## src/afp_pkg.sv

```systemverilog
package afp_pkg;

  localparam logic [7:0] HEADER_BYTE       = 8'h55;
  localparam logic [7:0] FRAME_TYPE_RESET  = 8'h53;
  // Position of the checksum byte within a frame (eleven bytes, counted from 0)
  localparam logic [3:0] CHECKSUM_POS      = 4'd10;
  localparam logic [3:0] TYPE_POS          = 4'd1;
  localparam logic [3:0] FIRST_DATA_POS    = 4'd2;
  localparam logic [3:0] YAW_LOW_POS       = 4'd6;
  localparam logic [3:0] YAW_HIGH_POS      = 4'd7;

  typedef enum logic [1:0] {
    PH_HUNT      = 2'd0,
    PH_WAIT_TYPE = 2'd1,
    PH_COLLECT   = 2'd2
  } phase_t;

  typedef struct packed {
    logic               hit;
    logic signed [15:0] yaw;
  } frame_result_t;

endpackage

```

## src/afp_frame_fsm.sv

```systemverilog
module afp_frame_fsm (
  input  logic                   clk,
  input  logic                   rst_n,
  input  logic                   step,
  input  logic [7:0]             rx_byte,
  input  logic [7:0]             frame_type,
  output afp_pkg::frame_result_t result
);

  afp_pkg::phase_t phase_r, phase_nxt;
  logic [3:0]      pos_r, pos_nxt;
  logic [7:0]      sum_r, sum_nxt;
  logic [7:0]      yaw_lo_r, yaw_lo_nxt;
  logic [7:0]      yaw_hi_r, yaw_hi_nxt;

  // Next state
  always_comb begin
    phase_nxt  = phase_r;
    pos_nxt    = pos_r;
    sum_nxt    = sum_r;
    yaw_lo_nxt = yaw_lo_r;
    yaw_hi_nxt = yaw_hi_r;
    if (step) begin
      case (phase_r)
        afp_pkg::PH_WAIT_TYPE: begin
          // Ignore stray bytes; keep waiting for the type byte
          if (rx_byte == frame_type) begin
            sum_nxt   = sum_r + rx_byte;
            pos_nxt   = afp_pkg::FIRST_DATA_POS;
            phase_nxt = afp_pkg::PH_COLLECT;
          end
        end
        afp_pkg::PH_COLLECT: begin
          if (pos_r >= afp_pkg::CHECKSUM_POS) begin
            phase_nxt = afp_pkg::PH_HUNT;
            pos_nxt   = 4'd0;
            sum_nxt   = 8'd0;
          end else begin
            if (pos_r == afp_pkg::YAW_LOW_POS) begin
              yaw_lo_nxt = rx_byte;
            end else if (pos_r == afp_pkg::YAW_HIGH_POS) begin
              yaw_hi_nxt = rx_byte;
            end
            sum_nxt = sum_r + rx_byte;
            pos_nxt = pos_r + 4'd1;
          end
        end
        default: begin
          // Hunting for the header
          if (rx_byte == afp_pkg::HEADER_BYTE) begin
            phase_nxt = afp_pkg::PH_WAIT_TYPE;
            pos_nxt   = afp_pkg::TYPE_POS;
            sum_nxt   = rx_byte;
          end else begin
            phase_nxt = afp_pkg::PH_HUNT;
            pos_nxt   = 4'd0;
            sum_nxt   = 8'd0;
          end
        end
      endcase
    end
  end

  // Outputs: hit flags a good checksum on the presented byte, whether or not
  // it is consumed this cycle
  always_comb begin
    result.yaw = $signed({yaw_hi_r, yaw_lo_r});
    case (phase_r)
      afp_pkg::PH_COLLECT:
        result.hit = (pos_r >= afp_pkg::CHECKSUM_POS) && (sum_r == rx_byte);
      default:
        result.hit = 1'b0;
    endcase
  end

  always_ff @(posedge clk) begin
    if (!rst_n) begin
      phase_r  <= afp_pkg::PH_HUNT;
      pos_r    <= 4'd0;
      sum_r    <= 8'd0;
      yaw_lo_r <= 8'd0;
      yaw_hi_r <= 8'd0;
    end else begin
      phase_r  <= phase_nxt;
      pos_r    <= pos_nxt;
      sum_r    <= sum_nxt;
      yaw_lo_r <= yaw_lo_nxt;
      yaw_hi_r <= yaw_hi_nxt;
    end
  end

  a_hit_rehunt: assert property (@(posedge clk) disable iff (!rst_n)
    (step && result.hit) |=>
      (phase_r == afp_pkg::PH_HUNT) && (pos_r == 4'd0) && (sum_r == 8'd0))
    else $error("parser did not return to hunting after a good frame");

  a_wait_pos: assert property (@(posedge clk) disable iff (!rst_n)
    (phase_r == afp_pkg::PH_WAIT_TYPE) |-> (pos_r == afp_pkg::TYPE_POS))
    else $error("byte position out of step while waiting for type");

  a_collect_pos: assert property (@(posedge clk) disable iff (!rst_n)
    (phase_r == afp_pkg::PH_COLLECT) |->
      (pos_r >= afp_pkg::FIRST_DATA_POS) && (pos_r <= afp_pkg::CHECKSUM_POS))
    else $error("byte position outside the frame while collecting");

endmodule

```

## src/angle_frame_parser_core.sv

```systemverilog
// Channel   Direction  Handshake              Payload
// in_       input      in_valid / in_ready    in_rx_byte    [7:0]  unsigned
// out_      output     out_valid / out_ready  out_yaw_angle [15:0] signed
// cfg_      input      cfg_wr_en              cfg_wr_data   [7:0]  frame type
//
// One beat per cycle sustained unless the parser stalls: a byte lands in the
// input register and the frame parser consumes it from there, and a result
// is written to the output register when its checksum byte is consumed.
// The parser stalls only when a good frame completes while the output register
// still holds an untaken result; the input register then holds its byte and
// in_ready stays low until the output register has room.
// Reset (rst_n, synchronous) clears the parser to hunting, empties both
// registers and loads the frame type with 0x53.
module angle_frame_parser_core (
  input  logic               clk,
  input  logic               rst_n,
  input  logic               in_valid,
  output logic               in_ready,
  input  logic [7:0]         in_rx_byte,
  output logic               out_valid,
  input  logic               out_ready,
  output logic signed [15:0] out_yaw_angle,
  input  logic               cfg_wr_en,
  input  logic [7:0]         cfg_wr_data
);

  logic                  in_valid_r;
  logic [7:0]            in_byte_r;
  logic                  out_valid_r;
  logic signed [15:0]    out_yaw_r;
  logic [7:0]            frame_type_r;
  logic                  proc_en;
  logic                  out_room;
  logic                  out_wr;
  afp_pkg::frame_result_t result;

  // Room in the output register: empty, or its beat leaves this cycle
  assign out_room = !out_valid_r || out_ready;

  afp_frame_fsm u_fsm (
    .clk        (clk),
    .rst_n      (rst_n),
    .step       (proc_en),
    .rx_byte    (in_byte_r),
    .frame_type (frame_type_r),
    .result     (result)
  );

  // Advance the parser unless a finished frame would find the output full.
  // The hit does not depend on step, so the stall decision has no loop.
  assign proc_en  = in_valid_r && (out_room || !result.hit);
  assign out_wr   = proc_en && result.hit;
  assign in_ready = !in_valid_r || proc_en;

  assign out_valid     = out_valid_r;
  assign out_yaw_angle = out_yaw_r;

  always_ff @(posedge clk) begin
    if (!rst_n) begin
      in_valid_r   <= 1'b0;
      out_valid_r  <= 1'b0;
      frame_type_r <= afp_pkg::FRAME_TYPE_RESET;
    end else begin
      if (cfg_wr_en) begin
        frame_type_r <= cfg_wr_data;
      end
      if (in_ready) begin
        in_valid_r <= in_valid;
      end
      if (out_wr) begin
        out_valid_r <= 1'b1;
      end else if (out_ready) begin
        out_valid_r <= 1'b0;
      end
    end
  end

  always_ff @(posedge clk) begin
    if (in_valid && in_ready) begin
      in_byte_r <= in_rx_byte;
    end
    if (out_wr) begin
      out_yaw_r <= result.yaw;
    end
  end

  a_hold_byte: assert property (@(posedge clk) disable iff (!rst_n)
    (in_valid_r && !proc_en) |=> in_valid_r && $stable(in_byte_r))
    else $error("held input byte was lost or changed");

  a_no_overwrite: assert property (@(posedge clk) disable iff (!rst_n)
    out_wr |-> out_room)
    else $error("result written over an untaken beat");

  a_rose_from_hit: assert property (@(posedge clk) disable iff (!rst_n)
    $rose(out_valid_r) |-> $past(out_wr))
    else $error("output beat appeared without a good frame");

endmodule
```

## config.mk

```make
export PLATFORM = sky130hd
export DESIGN_NAME = angle_frame_parser_core
export DESIGN_NICKNAME = d
export VERILOG_FILES = /design/src/afp_pkg.sv /design/src/afp_frame_fsm.sv /design/src/angle_frame_parser_core.sv
export SDC_FILE = /design/constraint.sdc
export NUM_CORES = 1
export LEC_CHECK = 0
export ABC_AREA = 0
export BUFFER_PORTS_ARGS = -buffer_cell sky130_fd_sc_hd__buf_2
export CORE_MARGIN = 2
export CORE_UTILIZATION = 25
export CTS_CLUSTER_DIAMETER = 100
export DETAILED_ROUTE_END_ITERATION = 16
export GPL_TIMING_DRIVEN = 0
export PLACE_DENSITY = 0.47
export SYNTH_ARGS = -nofsm -noshare
export SYNTH_HDL_FRONTEND = slang
export SYNTH_SLANG_ARGS = --single-unit
```

## constraint.sdc

```tcl
create_clock -name clk -period 3.5 [get_ports clk]
set_clock_uncertainty 0.05 [all_clocks]
set_input_delay 0.35 -clock clk [delete_from_list [all_inputs] [get_ports clk]]
set_output_delay 0.35 -clock clk [all_outputs]
set_load 0.02 [all_outputs]
```

# == Word-level counts from Yosys, hierarchy flattened ==
# Index checks and enable logic that the tools add are counted.
# W data, S select, Z words.
# totals
in_bits,21
register_bits,64
output_inout_bits,18
# op_classes
n_mux,15
add_sub_neg,2
n_reduce_logical,15
n_eq_ne,9
n_bitwise,2
magnitude_cmp,1
# ops
op,n
$mux W8,3
$eq A8 B8 Y1,2
$pmux W8 S2,1
$add A8 B8 Y8,1
$eq A4 B3 Y1 const B,2
$eq A8 B7 Y1 const B,1
$mux W4,2
$pmux W4 S2,1
$mux W1,5
$reduce_and A5 Y1,1
$add A4 B1 Y4 const B,1
$ge A4 B4 Y1 const B,1
$logic_and A1 B1 Y1,4
$mux W2,2
$ne A2 B1 Y1 const B,2
$pmux W2 S2,1
$reduce_and A4 Y1,1
$logic_not A1 Y1,3
$logic_or A1 B1 Y1,3
$reduce_and A3 Y1,1
$eq A2 B1 Y1 const B,1
$eq A2 B2 Y1 const B,1
$not A1 Y1,2
$reduce_and A2 Y1,1
$reduce_bool A2 Y1,1

# == Longest topological paths before layout ==
# Gate-level depths: netlist of run 1.
# logic_depth
word_depth,8
mapped_depth,9

# == Cells and area by module ==
# From an unflattened synthesis of run 1, not the netlist that was laid out.
# unflattened
cells_unflattened,254
area_unflattened_um2,2845.2
# by_module_without_submodules
module,n_inst,area_per_inst_um2,seq_area_each_um2,cells_per_inst
afp_frame_fsm,1,1725.4,600.6,192
angle_frame_parser_core,1,1119.8,920.9,62

# == Worst setup path before layout of run 1 ==
# No wires, ideal clock.
# synth_timing
kind,register to register
startpoint,reg in_byte_r[3]
endpoint,"reg out_yaw_r[0], in the netlist out_yaw_angle[0] (enable)"
synth_period_minus_slack_ps,2585
path_buffers,0
required_time_ps,3131
arrival_time_ps,2216
setup_time_ps,319
path_slack_ps,915
stages_incl_launch_ff,6
path_cell_list,edfxtp_1 ha_1 or4_4 nor4b_4 a21boi_4 and2_1
# synth_between
elab_chain_len,7
# synth_lines
item,line_no,rtl
"start, declared",angle_frame_parser_core.sv:28,logic [7:0] in_byte_r;
"start signal, assigned",angle_frame_parser_core.sv:80,in_byte_r <= in_rx_byte;
$eq A8 B8 Y1 (*),afp_frame_fsm.sv:70,result.hit = (pos_r >= afp_pkg::CHECKSUM_POS) && (sum_r == rx_byte);
$logic_and A1 B1 Y1 (*),afp_frame_fsm.sv:70,
$mux W1 (*),afp_frame_fsm.sv:68,case (phase_r)
$logic_not A1 Y1,angle_frame_parser_core.sv:51,assign proc_en = in_valid_r && (out_room || !result.hit);
$logic_or A1 B1 Y1,angle_frame_parser_core.sv:51,
$logic_and A1 B1 Y1,angle_frame_parser_core.sv:51,
$logic_and A1 B1 Y1 (*),angle_frame_parser_core.sv:52,assign out_wr = proc_en && result.hit;
via out_wr,angle_frame_parser_core.sv:34,logic out_wr;
"end signal, assigned",angle_frame_parser_core.sv:83,out_yaw_r <= result.yaw;
"end, declared",angle_frame_parser_core.sv:30,logic signed [15:0] out_yaw_r;
# The timed path passes the listed nets; every way through them passes the cells marked *.
# A chain may end at the register's enable or synchronous reset.

# == Worst setup path after layout of run 1 ==
# layout_timing
startpoint,reg in_byte_r[3]
endpoint,out in_ready
# layout_between
elab_chain_len,7
# layout_lines
item,line_no,rtl
$eq A8 B8 Y1,afp_frame_fsm.sv:70,
$logic_and A1 B1 Y1,afp_frame_fsm.sv:70,
$mux W1,afp_frame_fsm.sv:68,
$logic_not A1 Y1,angle_frame_parser_core.sv:51,
$logic_or A1 B1 Y1,angle_frame_parser_core.sv:51,
$logic_and A1 B1 Y1,angle_frame_parser_core.sv:51,
$logic_or A1 B1 Y1,angle_frame_parser_core.sv:53,assign in_ready = !in_valid_r || proc_en;
"end, declared",angle_frame_parser_core.sv:18,"output logic in_ready,"
# Every way passes these cells.

==> results.cfg, run 1 <==
[critical_path]
reg2regPathDepth = 5
r2r-end = out_yaw_angle[4]
worstSetupEndpointType = primary output
cp_data_arrival_time_ps = 2520
required_ps = 3100
start_kind = register
critPathMaxFanout = 5
r2r-start = in_byte_r[3]
crit_path_start = in_byte_r[3]
rrSetupSlack_ps = 590
path_class = reg2out

[global_route]
grt-ovfl-total = 0
met3_usage_pct = 4.03
grtUsageTotal_pct = 10.8
grt_max_degree = 17
globalRouteMet1Util_pct = 13.8
grt_use_met2_pct = 16.7
antenna_found_initial = 0
grt_pass1_vias = 2043
busiest_layer = met2
grt_pass1_wl_mm = 10.5

[hold_path]
hp-class = in2reg
holdPathEnd = in_byte_r[5]
hold_path_depth = 1
min_from = in_rx_byte[5]

[die]
ios = 39
die_area_um2 = 12400
num_rows = 39
die_h_um = 111
die_w_um = 111
start_util_pct = 25.5
coreArea_um2 = 11300

[sta]
max_slew_margin_pct = 29.4
min_period_ps = 2920
post-route-period-util_pct = 83.5
hold_violations = 0
max_clock_freq_ghz = 0.342
setup_viol = 0
setup_slack_ps = 578
fin_setup_tns_ps = 0
slew_viol_final = 0
tightest_slew_ps = 1050
rsz0062_at_grt = no

[run_status]
status = finished clean

[detailed_routing]
vias = 2065
drt-total-wl_mm = 6.21
wl_per_cell_um = 13.7
drc = 0
viasPerCell = 4.56
initialDrtViolationCount = 69
ant_nets = 0
first_pass_iters = 4

[synthesis]
synth-seq-cells = 64
ys_seq_area_share_pct = 52.8
synth_area_leaders = dfxtp_1 (28%), edfxtp_1 (25%), mux2i_1 (5.2%)
yosysTopAreaCellShare_pct = 27.8
synth_nets = 290
ys.flop_type = dfxtp_1
synthesis.area_um2 = 2880
synth_warnings = 0
synth_cells = 257
ys_async_sr_fraction_pct = 0
yosysTopAreaCell = dfxtp_1
synth_edf_count = 24
avgSynthCellArea_um2 = 11.2
synthDistinctLibCells = 59

[power]
p_total_mw = 1.89
power_density_nw_per_um2 = 529
peakVddDrop_uv = 222
cellLeakagePower_nw = 1.49

[place]
post-place-ws_ps = 568
placed_cells = 437
dpl.hpwl_mm = 4.59
gp_congestion = 0.860
io_buffers = 37

[layout]
final_util_pct = 31.6
antennaDiodeCount = 0
multi_input_area_um2 = 1260
layout_commonest_cell = dfxtp_1
nNetsFinal = 338
fillers = 1168
area_growth_pct = 24.1
final_cell_mix = dfxtp_1 (40), buf_2 (38), edfxtp_1 (24)
register_area_um2 = 1520
fin_cells = 453
drive_gt1_share_pct = 22.9

[cts]
htreeDepth = 3
cts_buffers = 9
clk_pin_slew_worst_paths_ps = 60
clk_path_buf_depth = 2
holdBufCountCts = 0
root_buffer = clkbuf_16
clk_latency_ps = 330
cts_tree = done
cts.repair.resized = 0
cts_setup_buffers = 0
clock-sinks = 64

[run]
cap_violations = 0
==> worst max-delay path by stage <==
stage	slack, ps	depth (start not counted)	end
after floorplan	920	5	out_yaw_angle[0]
final	580	5	in_ready
after global routing	420	5	in_ready
after detailed placement	570	4	out_yaw_angle[13]
after CTS	550	4	out_yaw_angle[4]
after global placement	540	4	out_yaw_angle[13]
==> critical path, cell delays in order, from the launching register on <==
cell	delay (ps)
edfxtp_1	510
ha_1	420
or4_4	590
nor3_1	330
nand3_1	150
buf_2	190
==> stage by stage <==
step,area [um^2],hold WS [ps]
global placement,3250,367
finish,3580,140
floorplan,2880,358
detailed placement,3250,370
global route,3580,131
CTS,3580,132
==> Yosys cell counts, types with 3 or more instances <==
library cell,n
xor2_1,3
mux2i_1,15
dfxtp_1,40
o21ai_0,11
a21oi_1,9
nand3_1,17
a21o_1,4
inv_1,6
ha_1,11
xnor2_1,11
o21ai_1,10
nand2_1,19
clkbuf_1,4
nor2_1,18
nand4_1,3
edfxtp_1,24
==> state kept, by name (all words and copies together), names as in the netlist <==
name / count
u_fsm.yaw_hi_r: 8
frame_type_r: 8
u_fsm.pos_r: 4
in_byte_r: 8
u_fsm.phase_r: 2
out_yaw_angle: 16
u_fsm.sum_r: 8
in_valid_r: 1
u_fsm.yaw_lo_r: 8
out_valid: 1
==> cell type report <==
type                            count  area share, %
Multi-Input combinational cell    176           35.3
Inverter                            7          0.735
Clock inverter                      7           2.94
Sequential cell                    64           42.5
Buffer                             10           1.96
Clock buffer                        9           6.30
Timing Repair Buffer               37           5.18
Tap cell                          143           5.00
==> report_power, final <==
part | internal [mW] | total, mW | switching (mW)
logic | 0.0493 | 0.109 | 0.0597
registers | 0.786 | 0.804 | 0.0185
clock network | 0.631 | 0.980 | 0.348
total | 1.47 | 1.89 | 0.426
==> layer usage <==
| metal | up-vias | routed length [um] |
|---|---|---|
| met5 | - | 0 |
| met3 | 11 | 326 |
| met4 | 0 | 153 |
| li1 | 1034 | - |
| met2 | 48 | 2900 |
| met1 | 972 | 2830 |
==> kinds of logic (layout without fill, tap and decap cells) <==
group	Yosys count	in the layout	synth area share (%)
xor+xnor	14	14	4.26
fa+ha+maj	12	12	5.47
compound gates	53	53	12.2
flops	64	64	52.8
mux	15	15	5.21
simple gates	82	82	16.8
buf+inv	17	70	3.34
No activity file was read; power rests on OpenSTA's default activity.
==> run 2: changes to the inputs <==
- clock period: 3.5 -> 2.84 ns (I/O delays scaled with it)
==> run 2 against run 1 <==
Combinational power rose by 34%. Sequential power grew 23%. Wire length down 0.13%. Largest power group unchanged. Critical path depth is 3 higher. Final cell count is 0.88% higher. Clock power grew 23%. Flip-flop and latch count unchanged. Highest routed layer unchanged. Worst setup slack worse by 460 ps. Hold slack worse by 66 ps. Clock-buffer cell count did not move. Die area stayed put. Core utilization is 0.34 points higher.
==> results.cfg, run 2 (same netlist as run 1, synthesis figures left out) <==
[detailed_routing]
drc = 0
drt-total-wl_mm = 6.20
wl_per_cell_um = 13.6
first_pass_iters = 4
ant_nets = 0
initialDrtViolationCount = 61
viasPerCell = 4.54
vias = 2074

[cts]
cts_tree = done
clk_pin_slew_worst_paths_ps = 60
clock-sinks = 64
root_buffer = clkbuf_16
holdBufCountCts = 0
cts_buffers = 9
htreeDepth = 3
clk_latency_ps = 330
clk_path_buf_depth = 2

[critical_path]
slowest_stage = or4b_4
critPathMaxStageDelay_ps = 540
crit_path_cell_trace = ha_1 -> or4b_4 -> nor4b_4 -> a21boi_4 -> nand2_4 -> buf_12 -> mux2i_1 -> nor2_1
start_kind = register
required_ps = 2990
worstSetupEndpointType = register
path_class = reg2reg
critPathMaxFanout = 10
cp_data_arrival_time_ps = 2870
r2r-start = in_byte_r[6]
crit_path_start = in_byte_r[6]
path_delay_family = simple AND/OR/NAND/NOR gates
worst-path-buf-inv = 1

[die]
num_rows = 39
start_util_pct = 25.5
coreArea_um2 = 11300
die_h_um = 111
die_area_um2 = 12400
die_w_um = 111
ios = 39

[layout]
area_growth_pct = 25.4
final_util_pct = 31.9
largest_register_ffs = 16
nNetsFinal = 342
stdcell_area_um2 = 3610
final_cell_mix = dfxtp_1 (40), buf_2 (38), edfxtp_1 (24)
fillers = 1170
layout_commonest_cell = dfxtp_1
antennaDiodeCount = 0
drive_gt1_share_pct = 24.8

[sta]
whs_ps = 74.3
fin_setup_tns_ps = 0
hold_violations = 0
post-route-period-util_pct = 95.8
min_period_ps = 2720
max_clock_freq_ghz = 0.368
rsz0062_at_grt = no
tightest_slew_ps = 1060
setup_viol = 0
slew_viol_final = 0
max_slew_margin_pct = 29.3

[global_route]
antenna_found_initial = 0
grt_pass1_wl_mm = 10.6
grtUsageTotal_pct = 10.8
grt_pass1_vias = 2044
grt-ovfl-total = 0
grt_max_degree = 17

[place]
dpl_cell_area_um2 = 3250
gp_congestion = 0.860
io_buffers = 37
dpl.hpwl_mm = 4.59

[power]
peakVddDrop_uv = 274
cellLeakagePower_nw = 1.51
power_density_nw_per_um2 = 647

[run_status]
status = finished clean

[hold_path]
min_from = in_rx_byte[5]
hp-class = in2reg

[run]
cap_violations = 0
[run 2: changes by cell type in the layout (fill, tap and decap cells not counted), sizes merged]
cell	delta
buf	+4
[run 2: worst reg2reg max path, delay by kind of cell, from the launching register on]
kind	cells	cell delay, ps
AOI/OAI and AO/OA	1	170
adders and majority gates	1	400
buffers and inverters	1	160
DFF	1	470
muxes	1	200
and+or+nand+nor	4	1140
[run 2: layer usage]
layer  up-vias  share of wire (%)  global-route usage (%)
met3        11                4.7                    4.03
met4         0                2.4                    4.36
met5         -                  0                       0
met1       977                 46                    13.8
li1       1042                  -                       -
met2        44                 47                    16.7
[run 2: timing repair]
action | 4_1_cts | 5_1_grt
buffers inserted | 0 | 4
endpoints found under the setup margin | 17 | 42
gates resized for setup | 2 | 1
pin swaps | 1 | 1
[run 2: final cells by class]
cell class	count	area [um^2]	area share (%)
inverter	7	26.3	0.727
timing repair buffer	41	215	5.95
sequential	64	1520	42.1
clock buffer	9	225	6.23
multi-input combinational	176	1270	35.2
clock inverter	7	105	2.91
buffer	10	70.1	1.94
tap	143	179	4.95
[run 2: path summary, 6_finish.rpt]
path                           end  slack, ps  cells after the start
setup / recovery    u_fsm.sum_r[2]        120                      8
hold / removal        in_byte_r[5]         70                      1
setup reg to reg    u_fsm.sum_r[2]        120                      8
hold reg to reg   out_yaw_angle[8]        380                      0
[run 2: stage by stage]
| stage | setup WS (ps) | total power [mW] | std cells |
|---|---|---|---|
| 2_1_floorplan | 255 | 1.10 | 257 |
| 3_5_place_dp | -92.2 | 1.15 | 437 |
| 5_1_grt | 3.57 | 2.42 | 457 |
| 3_3_place_gp | -125 | 1.15 | 437 |
| 6_report | 120 | 2.34 | 457 |
| 4_1_cts | 6.65 | 2.35 | 453 |
[run 2: power by group]
group          internal [mW]  total (mW)  switching, mW
combinational         0.0665       0.146         0.0798
clock                  0.778        1.21          0.428
sequential             0.968       0.985         0.0170
total                   1.81        2.34          0.525
==> run 3: changes to the inputs <==
- ABC_AREA: 0 -> 1
==> run 3 against run 2 <==
Global-route usage increased by 0.66 points. Critical path type is now reg2out. Clock power decreased by 12%. Cell area increased by 1.2%. Final cell count increased by 18%. Register-to-register slack improved by 290 ps.
==> results.cfg, run 3 <==
[run_status]
status = finished clean

[layout]
final_util_pct = 31.6
nNetsFinal = 422
area_growth_pct = 22.4
register_area_um2 = 1520
largest_register_ffs = 16
final_cell_mix = nand2_1 (74), nor2_1 (45), dfxtp_1 (40)
stdcell_area_um2 = 3660
antennaDiodeCount = 0
multi_input_area_um2 = 1320
fillers = 1220
fin_cells = 537
drive_gt1_share_pct = 20.6
layout_commonest_cell = nand2_1

[power]
p_sw_share_pct = 23.5
peakVddDrop_uv = 269
pwr-share-seq_pct = 45.0
power_switching_uw = 524
p_comb_share_pct = 6.8
power_density_nw_per_um2 = 609
pwr-share-clk_pct = 48.1
cellLeakagePower_nw = 1.45
p_int_mw = 1.71

[critical_path]
cp_data_arrival_time_ps = 2160
critPathMaxFanout = 6
start_kind = register
required_ps = 2510
reg2regPathDepth = 8
rrSetupSlack_ps = 410
worstSetupEndpointType = primary output
path_class = reg2out

[global_route]
grt_pass1_wl_mm = 11.2
grt_max_degree = 15
antenna_found_initial = 0
grtUsageTotal_pct = 11.5
grt-ovfl-total = 0
grt_pass1_vias = 2239

[die]
die_w_um = 113
die_h_um = 113
start_util_pct = 25.8
ios = 39
num_rows = 39
die_area_um2 = 12800
coreArea_um2 = 11600

[hold_path]
hp-class = in2reg
hold_path_depth = 1

[cts]
cts_tree = done
htreeDepth = 3
cts_buffers = 9
clk_path_buf_depth = 2
clk_pin_slew_worst_paths_ps = 50
clock-sinks = 64
cts.repair.resized = 0
holdBufCountCts = 0
root_buffer = clkbuf_16
cts_setup_buffers = 0
clk_latency_ps = 330

[synthesis]
synth_edf_count = 24
ys.flop_type = dfxtp_1
yosysTopAreaCellShare_pct = 26.8
synth_commonest_cells = nand2_1 (74), nor2_1 (45), dfxtp_1 (40)
synthesis.area_um2 = 2990
synth_nets = 373
synth_warnings = 0
synth_cells = 340
ys_seq_area_share_pct = 50.9
avgSynthCellArea_um2 = 8.79
synthDistinctLibCells = 30
ys_async_sr_fraction_pct = 0
synth-seq-cells = 64
synth.most_common_cell = nand2_1
yosysTopAreaCell = dfxtp_1
synth_area_leaders = dfxtp_1 (27%), edfxtp_1 (24%), nand2_1 (9.3%)

[place]
dpl.hpwl_mm = 5.05
dpl_cell_area_um2 = 3370
io_buffers = 37
placed_cells = 521
gp_congestion = 0.870

[detailed_routing]
drt-total-wl_mm = 6.97
viasPerCell = 4.46
initialDrtViolationCount = 65
ant_nets = 0
vias = 2394
drc = 0
first_pass_iters = 4
wl_per_cell_um = 13.0

[sta]
tightest_slew_ps = 846
rsz0062_at_grt = no
slew_viol_final = 0
fin_setup_tns_ps = 0
max_slew_margin_pct = 43.6
whs_ps = 80.1
setup_viol = 0
max_clock_freq_ghz = 0.401
min_period_ps = 2490
post-route-period-util_pct = 87.8
hold_violations = 0

[run]
cap_violations = 0
run 3: cell types whose count changed in the layout (fill, tap and decap cells not counted), sizes merged, moves of 3 or more:
cell	delta
a21o	-4
nand2	+62
o31ai	-3
xnor2	-4
buf	-6
nand3	+12
nor2	+28
o21ai	-4
mux2i	-15
a21oi	+18
inv	+22
run 3: layout make-up:
type                            count  area share [%]
Clock inverter                      6            1.68
Sequential cell                    64            41.6
Tap cell                          143            4.89
Multi-Input combinational cell    240            36.1
Buffer                              7            1.13
Clock buffer                       10            6.26
Inverter                           29            3.04
Timing Repair Buffer               38            5.37
run 3: worst max-delay path: stages (launching register included):
cell and delay [ps]:
edfxtp_1 570, ha_1 400, nor2_1 120, nand3_1 120, nor2_1 190, nand4_1 220
buf_2 220
run 3: metal layers:
layer | vias to the layer above | GRT usage (%) | wire length [um]
met5 | - | 0 | 0
met4 | 0 | 5.20 | 154
met3 | 13 | 3.21 | 384
met2 | 59 | 17.8 | 3120
met1 | 1090 | 15.0 | 3310
li1 | 1232 | - | -
run 3: final timing paths:
path,end,from
worst max-delay path,in_ready,in_byte_r[1]
worst min-delay path,in_byte_r[3],in_rx_byte[3]
worst max register to register,out_yaw_angle[12],in_byte_r[5]
worst min register to register,out_yaw_angle[6],u_fsm.yaw_lo_r[6]
run 3: through the flow:
step | total power [mW] | worst slack, ps
after detailed placement | 1.18 | 410
after global placement | 1.18 | -788
after floorplan | 1.12 | 24.8
final | 2.23 | 345
after CTS | 2.26 | 310
after global routing | 2.33 | 201
run 3: cells by family after synthesis:
group                    synth area share, %
AND/OR/NAND/NOR                         26.3
flip-flops                              50.9
AO/OA/AOI/OAI                           9.46
buffers and inverters                   5.11
adder cells (fa/ha/maj)                 5.27
XOR/XNOR                                2.93
run 3: power by group through the flow:
stage / sequential, mW / combinational, mW / clock, mW
after floorplan: 1.01 / 0.112 / 0
after global placement: 1.02 / 0.152 / 0
after global routing: 1.01 / 0.173 / 1.15
final: 1.00 / 0.152 / 1.07
after CTS: 1.00 / 0.154 / 1.11
after detailed placement: 1.02 / 0.153 / 0
